File: config.mk
export PLATFORM = sky130hd
export DESIGN_NAME = gedt_cmd_queue
export DESIGN_NICKNAME = d
export VERILOG_FILES = /design/src/design/gedt_pkg.sv /design/src/design/gedt_cmd_queue.sv
export SDC_FILE = /design/constraint.sdc
export NUM_CORES = 1
export LEC_CHECK = 0
export BUFFER_PORTS_ARGS = -buffer_cell sky130_fd_sc_hd__buf_2
export CORE_ASPECT_RATIO = 1.1
export CORE_MARGIN = 2
export CORE_UTILIZATION = 30
export CTS_CLUSTER_SIZE = 25
export DETAILED_ROUTE_END_ITERATION = 8
export GPL_TIMING_DRIVEN = 0
export PLACE_DENSITY = 0.5
export SYNTH_ARGS = -nofsm -noshare
export SYNTH_HDL_FRONTEND = slang
export SYNTH_SLANG_ARGS = --single-unit
File: constraint.sdc
create_clock -name clk -period 4.5 [get_ports clk]
set_clock_uncertainty 0.1 [all_clocks]
set_input_delay 0.675 -clock clk [delete_from_list [all_inputs] [get_ports clk]]
set_output_delay 0.675 -clock clk [all_outputs]
set_load 0.01 [all_outputs]
File: src/design/gedt_pkg.sv
// ----------------------------------------------------------------------------
// gedt_pkg
// Shared types and constants of the 3x3 gradient edge threshold unit.
// ----------------------------------------------------------------------------
package gedt_pkg;

  // line store depth and address width
  localparam int MaxWidth = 1024;
  localparam int ColW     = $clog2(MaxWidth);

  // configuration register indexes
  localparam logic [1:0] REG_IMAGE_WIDTH  = 2'd0;
  localparam logic [1:0] REG_IMAGE_HEIGHT = 2'd1;
  localparam logic [1:0] REG_THRESHOLD    = 2'd2;

  // reset values and limits of the registers
  localparam logic [10:0] WIDTH_RESET  = 11'd640;
  localparam logic [15:0] HEIGHT_RESET = 16'd480;
  localparam logic [8:0]  THR_RESET    = 9'd100;
  localparam logic [10:0] WIDTH_MIN    = 11'd3;
  localparam logic [10:0] WIDTH_MAX    = 11'(MaxWidth);
  localparam logic [15:0] HEIGHT_MIN   = 16'd3;

  localparam logic [7:0] EDGE_ON  = 8'd255;
  localparam logic [7:0] EDGE_OFF = 8'd0;

  // front to back queue
  localparam int CmdDepth = 4;
  localparam int CmdAw    = $clog2(CmdDepth);

  // result queue
  localparam int ResDepth = 8;
  localparam int ResAw    = $clog2(ResDepth);

  typedef struct packed {
    logic [10:0] width;   // clamped to 3..MaxWidth
    logic [15:0] height;  // clamped to at least 3
    logic [21:0] lim;     // 9 * threshold^2
  } cfg_t;

  typedef struct packed {
    logic            produce;
    logic [ColW-1:0] cc;
    logic [15:0]     rr;
    logic            last;
  } tag_t;

  typedef struct packed {
    logic [7:0]      pixel;
    logic [ColW-1:0] col;
    tag_t            tag;
  } cmd_t;

  typedef struct packed {
    logic            hit;
    logic [ColW-1:0] cc;
    logic [15:0]     rr;
    logic            last;
  } res_t;

endpackage

File: src/design/gedt_cmd_queue.sv
// ----------------------------------------------------------------------------
// gedt_cmd_queue
// Short queue of classified pixels between the front and the back.
// ----------------------------------------------------------------------------
module gedt_cmd_queue (
  input  logic           clk,
  input  logic           rst,
  input  logic           wr,
  input  gedt_pkg::cmd_t wr_data,
  output logic           full,
  input  logic           rd,
  output gedt_pkg::cmd_t rd_data,
  output logic           empty
);

  gedt_pkg::cmd_t              slots [gedt_pkg::CmdDepth];
  logic [gedt_pkg::CmdAw-1:0]  wr_ptr, rd_ptr;
  logic [gedt_pkg::CmdAw:0]    count;

  assign full    = (count == (gedt_pkg::CmdAw+1)'(gedt_pkg::CmdDepth));
  assign empty   = (count == '0);
  assign rd_data = slots[rd_ptr];

  always_ff @(posedge clk) begin
    if (wr) begin
      slots[wr_ptr] <= wr_data;
    end
  end

  always_ff @(posedge clk) begin
    if (rst) begin
      wr_ptr <= '0;
      rd_ptr <= '0;
      count  <= '0;
    end else begin
      if (wr) begin
        wr_ptr <= wr_ptr + 1'b1;
      end
      if (rd) begin
        rd_ptr <= rd_ptr + 1'b1;
      end
      case ({wr, rd})
        2'b10:   count <= count + 1'b1;
        2'b01:   count <= count - 1'b1;
        default: count <= count;
      endcase
    end
  end

`ifndef SYNTHESIS
  a_no_overflow: assert property (@(posedge clk) disable iff (rst)
    wr |-> !full)
    else $error("command queue written while full");
  a_no_underflow: assert property (@(posedge clk) disable iff (rst)
    rd |-> !empty)
    else $error("command queue read while empty");
  a_count_step: assert property (@(posedge clk) disable iff (rst)
    (wr && !rd) |=> (count == $past(count) + 1'b1))
    else $error("command queue count did not follow a lone write");
`endif

endmodule

---- Yosys cells after proc, flatten, opt, wreduce, memory -nomap -nowiden ----
Memories as Yosys holds them, arrays and structs flattened. A register that Yosys moved wholly into a read port is not among the register bits.
Cells that the tools add are included.
cells by class
  add/subtract/negate cells ............... 4
  eq/ne operators ......................... 3
  muxes and demuxes ....................... 5
  reduce and logical (&&, ||, !) cells .... 2
operators by type and width
  operator                                                            number
  3-bit case mux with 2 select lines                                  1
  2-bit by 1-bit adder with 2-bit output, second input constant       2
  2-bit two-way mux                                                   2
  3-bit by 1-bit adder with 3-bit output, second input constant       1
  3-bit == test, second input constant                                1
  3-bit zero test                                                     1
  3-bit by 1-bit subtractor with 3-bit output, second input constant  1
  2-bit by 1-bit == test with 1-bit output, second input constant     1
  2-bit == test, second input constant                                1
  1-bit two-way mux                                                   2
  2-bit nonzero test                                                  1
word-level totals
  register bits after elaboration ......... 7
  bits in writable memories ............... 184
  bits of input ports ..................... 50
  word-level logic and storage cells ...... 18
  memories kept ........................... 1
memory list
  name   words  bits a word  read ports  clocked after Yosys merged registers in  wr ports  RTL line              source
  slots  4      46           1           1                                        1         gedt_cmd_queue.sv:16  gedt_pkg::cmd_t slots [gedt_pkg::CmdDepth];

---- Depth between registers and ports, before layout ----
Gate-level depths: netlist (run 1).
  depth in word-level cells ............... 3
  depth in mapped cells ................... 7
  depth with buffers taken out ............ 7

---- Least setup slack after synthesis (run 1) ----
No wires, ideal clock.
  path type ............................... input port to flip-flop
  start point ............................. input port wr
  end point ............................... memory slots[0][0] (netlist name) (enable)
  arrival ................................. 1780 ps
  setup slack ............................. 2212 ps
  cell stages on the path ................. 1
  cell sequence ........................... and2_1
between the ends
  word-level cells in the longest chain between the ends .. 2
ends and longest elaborated chain
  what                                     RTL line              source
  start: declaration                       gedt_cmd_queue.sv:8   input logic wr,
  1-bit two-way mux                        gedt_cmd_queue.sv:25  if (wr) begin
  1-bit two-way mux (not written as such)  gedt_cmd_queue.sv:26  slots[wr_ptr] <= wr_data;
  end: declaration                         gedt_cmd_queue.sv:16
No other way between the ends.

==> results of run 1 <==
==> cells in the mapped netlist, drive strengths merged (2+ instances only) <==
master  count  share of area [%]
a21oi       2               0.14
clkbuf      2               0.12
ha          5               0.88
nor2        8               0.42
buf         9                1.6
and2        4               0.35
inv         6               0.32
edfxtp    184                 77
dfxtp       9                2.5
xor2        3               0.37
mux4       46                 15
xnor2       2               0.25
==> cell type report <==
cell class / count / area [sq um] / share of cell area [%]
plain buffers: 11 / 120 / 1.39
clock buffers: 18 / 429 / 4.97
clock inverters: 14 / 204 / 2.36
inverters: 6 / 22.5 / 0.261
multi-input cells: 77 / 1300 / 15.0
flip-flops and latches: 193 / 5710 / 66.0
well taps: 305 / 382 / 4.42
repair buffers: 96 / 480 / 5.56
==> layout by cell type (no fill, tap or decap), drive strengths merged, types with 2 or more instances in the layout <==
cell type and count:
a21oi 2, and2 4, edfxtp 184, buf 105, xor2 3, mux4 46
clkinv 4, xnor2 2, dfxtp 9, ha 5, nor2 8, clkbuf 20
inv 11, bufinv 4
==> cells by family (layout without fill, tap and decap cells) <==
kind of cell             after synthesis  in the layout  synth area share [%]
adder cells (fa/ha/maj)                6              6                  1.16
multiplexers                          47             47                  15.0
AO/OA/AOI/OAI                          3              3                 0.210
XOR/XNOR                               5              5                 0.614
AND/OR/NAND/NOR                       16             16                  1.07
buffers and inverters                 17            145                  2.00
flip-flops                           193            193                  80.0
==> per-stage QoR <==
stage / power (mW) / utilization (%)
CTS: 4.15 / 36.8
global placement: 2.52 / 34.1
floorplan: 2.36 / -
detailed placement: 2.53 / 34.1
finish: 4.09 / 36.8
global route: 4.25 / 36.8
==> critical path, stage by stage (launching register included) <==
cell and delay, ns:
dfxtp_1 0.31, clkbuf_2 0.28, buf_2 0.36, mux4_2 0.37
buf_2 0.16
==> sequential cells by signal, summed over array words and instances (netlist names), named ones only <==
signal  count
count       3
rd_ptr      2
slots     184
wr_ptr      2
==> report_power, final <==
| group | leakage, nW | switching (mW) | internal (mW) | total [mW] |
|---|---|---|---|---|
| registers | 1.76 | 0.0198 | 2.06 | 2.08 |
| logic | 0.848 | 0.211 | 0.184 | 0.395 |
| clock network | 0.306 | 0.668 | 0.945 | 1.61 |
| total | 2.92 | 0.899 | 3.19 | 4.09 |
==> worst paths after layout <==
path	start	end	slack, ns	cells past startpoint
setup / recovery	flop	rd_data[19]	1.82	4
setup reg to reg	wr_ptr[0]$_SDFFE_PP0P_	slots[2][29]$_DFFE_PP_	2.75	3
hold reg to reg	rd_ptr[0]$_SDFFE_PP0P_	rd_ptr[0]$_SDFFE_PP0P_	0.44	2
hold / removal	wr_data[18]	slots[3][18]$_DFFE_PP_	0.36	1
==> metal layers <==
metal | up-vias | wire [um] | part of all wire (%)
li1 | 1438 | - | -
met1 | 1677 | 5640 | 43
met2 | 61 | 6800 | 52
met3 | 8 | 583 | 4.4
met4 | 2 | 119 | 0.90
met5 | - | 12 | 0.091
==> results.tsv, run 1 <==
stage	metric	value	unit
outcome	status	completed	
logic_synthesis	ys.warnings.count	0	
timing	setup_violations	0	
global_routing	grt_first_pass_wirelength	20.2	mm
timing	slew_viol_final	0	
die	die_y	166	um
worst_setup_path	cp.arrival	1.90	ns
cells_and_area	area_growth	21.1	%
logic_synthesis	netlist-cell-type-count	23	
run	max_cap_violations	0	
routing	firstDrtPassIters	4	
global_routing	grt-ovfl-total	0	
die	core	23500	sq um
routing	first_iter_violations	101	
timing	timing.final.crit_share	59.5	%
cells_and_area	n_fill_cell	2189	
logic_synthesis	syn_area_per_cell	24.9	sq um
routing	antenna_left	0	
cts	numCtsBuffers	17	
die	die_x	151	um
timing	tightest_slew	0.789	ns
logic_synthesis	synthCells	287	
routing	routedWlPerCell	18.3	um
timing	fmax	374	MHz
logic_synthesis	ys.flop_type	edfxtp_1	
global_routing	top_usage_layer	met2	
cells_and_area	final_cells	720	
cts	post_cts_buffers	0	
cts	ctsHoldBuffers	0	
placement	hpwl	7.57	mm
routing	via_count	3186	
routing	vias_per_cell	4.43	
cts	cts.clk_slew.worst_paths	0.07	ns
global_routing	antenna_found_initial	1	
global_routing	grt_max_degree	47	
power_and_ir_drop	p_leak	2.92	nW
timing	fin_crit	2.68	ns
routing	drt_wl_total	13.2	mm
global_routing	use_met1	13.9	%
placement	routabilityCongestion	0.629	
routing	remaining_drc_errors	0	
die	ios	98	
worst_setup_path	endpoint_kind	primary output	
worst_setup_path	cp_max_fo	10	
cts	cts_num_sinks	193	
cells_and_area	nNetsFinal	458	
worst_setup_path	path_class	flop to primary output	
timing	maxSlewHeadroom	47.4	%
timing	whs	0.363	ns
die	die_area	25000	sq um
logic_synthesis	synth_fp_nets	343	
timing	hold_violations	0	
global_routing	first_global_vias	3595	
placement	place_area	8010	sq um
logic_synthesis	synth_edf_count	184	
power_and_ir_drop	powerDensity	473	nW/um^2
logic_synthesis	synth_area	7130	sq um
cells_and_area	drive_gt1_share	43.1	%
global_routing	grt_usage	11.2	%
placement	dp_slack	2.19	ns
die	core.rowCount	59	
logic_synthesis	ys_seq_area_share	80.0	%
cts	cts_buffer_depth	2	
hold_path	hold_path.class	primary input to flop	
timing	timing.final.ws_setup	1.82	ns
timing	setup-tns-final	0	ns
logic_synthesis	async_flop_share	0	%
cts	h-tree-depth	4	
placement	dp.cells	688	
logic_synthesis	synth-seq-cells	193	
cts	cts_tree	yes	
global_routing	grt_util_met3	3.57	%
power_and_ir_drop	vdd_drop_max	0.238	mV
cts	clk_latency	0.41	ns
cts	cts_resized	0	
worst_setup_path	crit_required	3.72	ns
worst_setup_path	startpoint_type	flop	
cts	cts_root_buf	clkbuf_16	
timing	rsz0062_at_grt	false	
die	initial_core_util	30.4	%
cells_and_area	antenna_cells	0	
placement	io_buffers	96	
global_routing	met2_usage	18.7	%
cells_and_area	fin_area	8640	sq um
(Power assumes the default switching activity.)
==> run 2: changes to the inputs <==
- PLACE_DENSITY: 0.5 -> 0.52
- clock period: 4.5 -> 2.4 ns (I/O delays scaled with it)
==> results.tsv, run 2 (same netlist as run 1, synthesis figures left out) <==
stage	metric	value	unit
outcome	status	completed	
worst_setup_path	cp.arrival	1.84	ns
worst_setup_path	cp_max_fo	10	
power_and_ir_drop	p_leak	2.94	nW
cts	h-tree-depth	4	
cts	cts_num_sinks	193	
global_routing	grt_max_degree	27	
routing	routedWlPerCell	17.8	um
timing	setup_violations	0	
cts	ctsHoldBuffers	0	
power_and_ir_drop	power_frac_seq	51.8	%
power_and_ir_drop	clkPwrFrac	38.2	%
power_and_ir_drop	vdd_drop_max	0.423	mV
timing	fmax	435	MHz
cts	cts.clk_slew.worst_paths	0.09	ns
power_and_ir_drop	combPwrFrac	10.0	%
routing	drt_wl_total	12.9	mm
die	ios	98	
power_and_ir_drop	powerDensity	864	nW/um^2
routing	remaining_drc_errors	0	
global_routing	grt_usage	10.9	%
die	die_x	151	um
timing	tightest_slew	0.659	ns
worst_setup_path	reg2reg_to	slots[2][21]$_DFFE_PP_	
global_routing	antenna_found_initial	0	
hold_path	min_to	slots[1][9]$_DFFE_PP_	
worst_setup_path	reg2reg_setup_slack	0.49	ns
worst_setup_path	endpoint_kind	primary output	
routing	first_iter_violations	180	
timing	fin_crit	2.30	ns
worst_setup_path	crit_required	1.94	ns
cts	cts_resized	0	
placement	dp.cells	692	
global_routing	grt_first_pass_wirelength	20.1	mm
cells_and_area	fin_area	8710	sq um
cells_and_area	largest_register_ffs	184	
routing	firstDrtPassIters	4	
cells_and_area	final_util	37.1	%
cells_and_area	n_fill_cell	2181	
cts	cts_tree	yes	
cts	clk_latency	0.42	ns
worst_setup_path	path_class	flop to primary output	
routing	antenna_left	0	
cells_and_area	final_cells	724	
cts	cts_buffer_depth	2	
power_and_ir_drop	p_sw_share	23.9	%
timing	whs	0.0413	ns
placement	routabilityCongestion	0.688	
cells_and_area	largest_registers	slots: 184 flops, count: 3 flops	
timing	slew_viol_final	0	
placement	place_area	8080	sq um
routing	vias_per_cell	4.44	
die	initial_core_util	30.4	%
hold_path	hold_path.class	primary input to flop	
placement	hpwl	8.15	mm
routing	via_count	3218	
worst_setup_path	startpoint_type	flop	
cells_and_area	regMostFlops	slots	
timing	hold_violations	0	
die	die_y	166	um
power_and_ir_drop	switchingPower	1.80	mW
cells_and_area	nNetsFinal	462	
timing	rsz0062_at_grt	false	
power_and_ir_drop	total_power	7.52	mW
placement	io_buffers	96	
timing	setup-tns-final	0	ns
cells_and_area	area_growth	22.1	%
cts	numCtsBuffers	17	
cells_and_area	final_common_cell	edfxtp_1	
cells_and_area	antenna_cells	0	
die	die_area	25000	sq um
cells_and_area	drive_gt1_share	44.4	%
global_routing	grt-ovfl-total	0	
cts	cts_root_buf	clkbuf_16	
die	core	23500	sq um
timing	timing.final.ws_setup	0.101	ns
cells_and_area	final_cell_mix	184 x edfxtp_1, 97 x buf_2, 40 x mux4_2, 17 x clkbuf_16, 9 x dfxtp_1	
timing	timing.final.crit_share	95.8	%
timing	maxSlewHeadroom	56.1	%
worst_setup_path	r2r_cells	4	
global_routing	first_global_vias	3603	
hold_path	hold_path_depth	1	
placement	dp_slack	0.429	ns
worst_setup_path	reg2reg_from	wr_ptr[0]$_SDFFE_PP0P_	
run	max_cap_violations	0	
hold_path	min-delay-start	wr_data[9]	
die	core.rowCount	59	
power_and_ir_drop	p_int	5.73	mW
cts	post_cts_buffers	0	
## run 2: cell count changes in the layout (fill, tap and decap cells not counted), moves of 2 or more
| cell | change |
|---|---|
| and2_2 | +4 |
| clkinv_8 | +3 |
| bufinv_16 | -3 |
| buf_4 | +2 |
| buf_2 | -3 |
| and2_4 | -4 |
| clkbuf_4 | +2 |
| buf_12 | +4 |
| clkinv_1 | -2 |
## run 2: worst max path at each step
stage,from,end,slack (ns),cells past startpoint
final,flop,rd_data[10],0.10,4
after global routing,flop,rd_data[10],0.003,4
after CTS,flop,rd_data[24],-0.04,4
after detailed placement,flop,rd_data[24],0.43,4
after global placement,wr_ptr[0]$_SDFFE_PP0P_,slots[0][0]$_DFFE_PP_,-0.76,3
after floorplan,wr_ptr[0]$_SDFFE_PP0P_,slots[2][0]$_DFFE_PP_,0.25,3
## run 2: worst max-delay path, cell delays in order (launching register included)
cell and delay [ns]:
dfxtp_1 0.35, buf_8 0.19, buf_12 0.17, mux4_2 0.53, buf_2 0.16
## run 2: routing by layer
| layer | routed length, um | GRT usage, % |
|---|---|---|
| met3 | 472 | 2.80 |
| met4 | 180 | 3.94 |
| met2 | 6960 | 19.1 |
| met1 | 5290 | 13.0 |
| met5 | 0 | 0 |
## run 2: cell type report
type | count | area, sq um | area share [%]
plain buffers | 11 | 134 | 1.54
clock buffers | 17 | 425 | 4.88
clock inverters | 15 | 189 | 2.17
inverters | 6 | 22.5 | 0.259
multi-input cells | 77 | 1290 | 14.8
flip-flops and latches | 193 | 5710 | 65.5
well taps | 305 | 382 | 4.38
repair buffers | 100 | 561 | 6.44
## run 2: power by group through the flow
stage	logic [mW]	clock network, mW	registers, mW
after floorplan	0.457	0	3.97
after global placement	0.745	0	3.98
after detailed placement	0.780	0	3.97
after CTS	0.783	2.97	3.90
after global routing	0.831	3.10	3.91
final	0.756	2.87	3.89
==> run 3: changes to the inputs <==
- PLACE_DENSITY: 0.52 -> 0.5
- clock period: 2.4 -> 2.18 ns (I/O delays scaled with it)
==> results.tsv, run 3 (same netlist as run 1, synthesis figures left out) <==
stage	metric	value	unit
outcome	status	finished, violations left	
outcome	violations	setup timing	
cts	cts_buffer_depth	2	
worst_setup_path	cp.arrival	1.76	ns
placement	dp_slack	0.213	ns
routing	first_iter_violations	107	
worst_setup_path	cp_max_fo	10	
cells_and_area	final_common_cell	edfxtp_1	
die	die_x	151	um
worst_setup_path	reg2reg_from	wr_ptr[0]$_SDFFE_PP0P_	
placement	dp.cells	688	
cells_and_area	nNetsFinal	472	
timing	whs	0.0228	ns
global_routing	grt_usage	11.2	%
worst_setup_path	cp_slowest_cell	mux4_2	
cts	h-tree-depth	4	
global_routing	first_global_vias	3664	
worst_setup_path	path_class	flop to primary output	
power_and_ir_drop	powerDensity	956	nW/um^2
timing	rsz0062_at_grt	true	
placement	hpwl	7.57	mm
die	die_area	25000	sq um
die	initial_core_util	30.4	%
worst_setup_path	crit_family	multiplexers	
cells_and_area	final_cell_mix	184 x edfxtp_1, 67 x buf_2, 40 x mux4_2, 29 x buf_6, 17 x clkbuf_16	
hold_path	hold_path_depth	1	
timing	slew_viol_final	0	
cells_and_area	drive_gt1_share	42.7	%
routing	via_count	3228	
timing	hold_violations	0	
timing	fin_crit	2.19	ns
placement	routabilityCongestion	0.629	
placement	io_buffers	96	
power_and_ir_drop	vdd_drop_max	0.497	mV
worst_setup_path	startpoint_type	flop	
worst_setup_path	slowest_delay	0.53	ns
power_and_ir_drop	total_power	8.58	mW
hold_path	hold_path.class	primary input to flop	
worst_setup_path	critPathBufInv	3	
worst_setup_path	crit_path_frequent_cell	buf_12	
power_and_ir_drop	p_leak	3.04	nW
global_routing	grt_max_degree	47	
cts	cts.clk_slew.worst_paths	0.07	ns
worst_setup_path	endpoint_kind	primary output	
cells_and_area	final_util	38.2	%
timing	fmax	457	MHz
cts	cts_num_sinks	193	
cells_and_area	regMostFlops	slots	
routing	remaining_drc_errors	0	
run	max_cap_violations	0	
die	core	23500	sq um
worst_setup_path	cp_cell_sequence	buf_12 -> buf_12 -> mux4_2 -> buf_2	
die	die_y	166	um
timing	maxSlewHeadroom	47.3	%
timing	tightest_slew	0.790	ns
timing	timing.final.ws_setup	-0.00778	ns
routing	vias_per_cell	4.40	
routing	firstDrtPassIters	4	
routing	antenna_left	0	
global_routing	antenna_found_initial	1	
timing	timing.final.crit_share	100	%
global_routing	grt_first_pass_wirelength	20.3	mm
timing	setup_violations	1	
global_routing	grt-ovfl-total	0	
cts	cts_tree	yes	
routing	routedWlPerCell	17.9	um
cts	numCtsBuffers	17	
worst_setup_path	r2r_cells	3	
worst_setup_path	reg2reg_setup_slack	0.43	ns
cells_and_area	n_fill_cell	2170	
cts	cts_root_buf	clkbuf_16	
cells_and_area	final_cells	734	
worst_setup_path	crit_required	1.75	ns
cells_and_area	antenna_cells	0	
die	ios	98	
die	core.rowCount	59	
cells_and_area	largest_registers	slots: 184 flops, count: 3 flops	
cells_and_area	area_growth	25.8	%
cells_and_area	largest_register_ffs	184	
worst_setup_path	path_depth	4	
worst_setup_path	critPathCapture	rd_data[19]	
cts	clk_latency	0.42	ns
worst_setup_path	reg2reg_to	slots[2][1]$_DFFE_PP_	
routing	drt_wl_total	13.1	mm
[run 3: worst min-delay path by stage]
stage | startpoint | end
after floorplan | wr_data[0] | slots[0][0]$_DFFE_PP_
after global placement | count[2]$_SDFFE_PP0P_ | count[2]$_SDFFE_PP0P_
final | wr_data[23] | slots[2][23]$_DFFE_PP_
after global routing | wr_data[11] | slots[3][11]$_DFFE_PP_
after detailed placement | rd_ptr[0]$_SDFFE_PP0P_ | rd_ptr[0]$_SDFFE_PP0P_
after CTS | wr_data[42] | slots[2][42]$_DFFE_PP_
[run 3: cell type report]
cell class,count,area [sq um],area share (%)
sequential,193,5710,63.6
timing repair buffer,110,795,8.85
tap,305,382,4.25
buffer,11,141,1.58
clock buffer,18,429,4.78
clock inverter,14,204,2.27
inverter,6,22.5,0.251
multi-input combinational,77,1300,14.4
[run 3: through the flow]
step / setup TNS [ns] / instance area (sq um)
after floorplan: 0 / 7130
after global routing: -2.93 / 8980
final: -0.00778 / 8980
after global placement: -187.23 / 8000
after CTS: -1.20 / 8860
after detailed placement: 0 / 8010
[run 3: worst reg2reg max path, cell delays in order, from the launching register on]
cell     delay [ns]
dfxtp_1        0.35
inv_1          0.10
ha_1           0.15
and2_4         0.66
[run 3: what timing repair did]
action | 4_1_cts | 5_1_grt
hold buffers | 8 | 3
endpoints found under the hold margin | 25 | 10
setup endpoints to repair | 42 | 43
buffers inserted | 3 | 0
resized for setup | 24 | 13
[run 3: where the power goes]
part | switching [mW] | internal [mW] | leakage, nW
registers | 0.0415 | 4.25 | 1.76
clock network | 1.38 | 1.95 | 0.306
logic | 0.458 | 0.499 | 0.974
[run 3: metal layers]
layer | up-vias | track usage [%] | wire [um]
met3 | 8 | 3.71 | 651
met5 | - | 0 | 12
met1 | 1693 | 14.0 | 5570
met2 | 60 | 18.6 | 6790
li1 | 1465 | - | -
met4 | 2 | 3.29 | 119
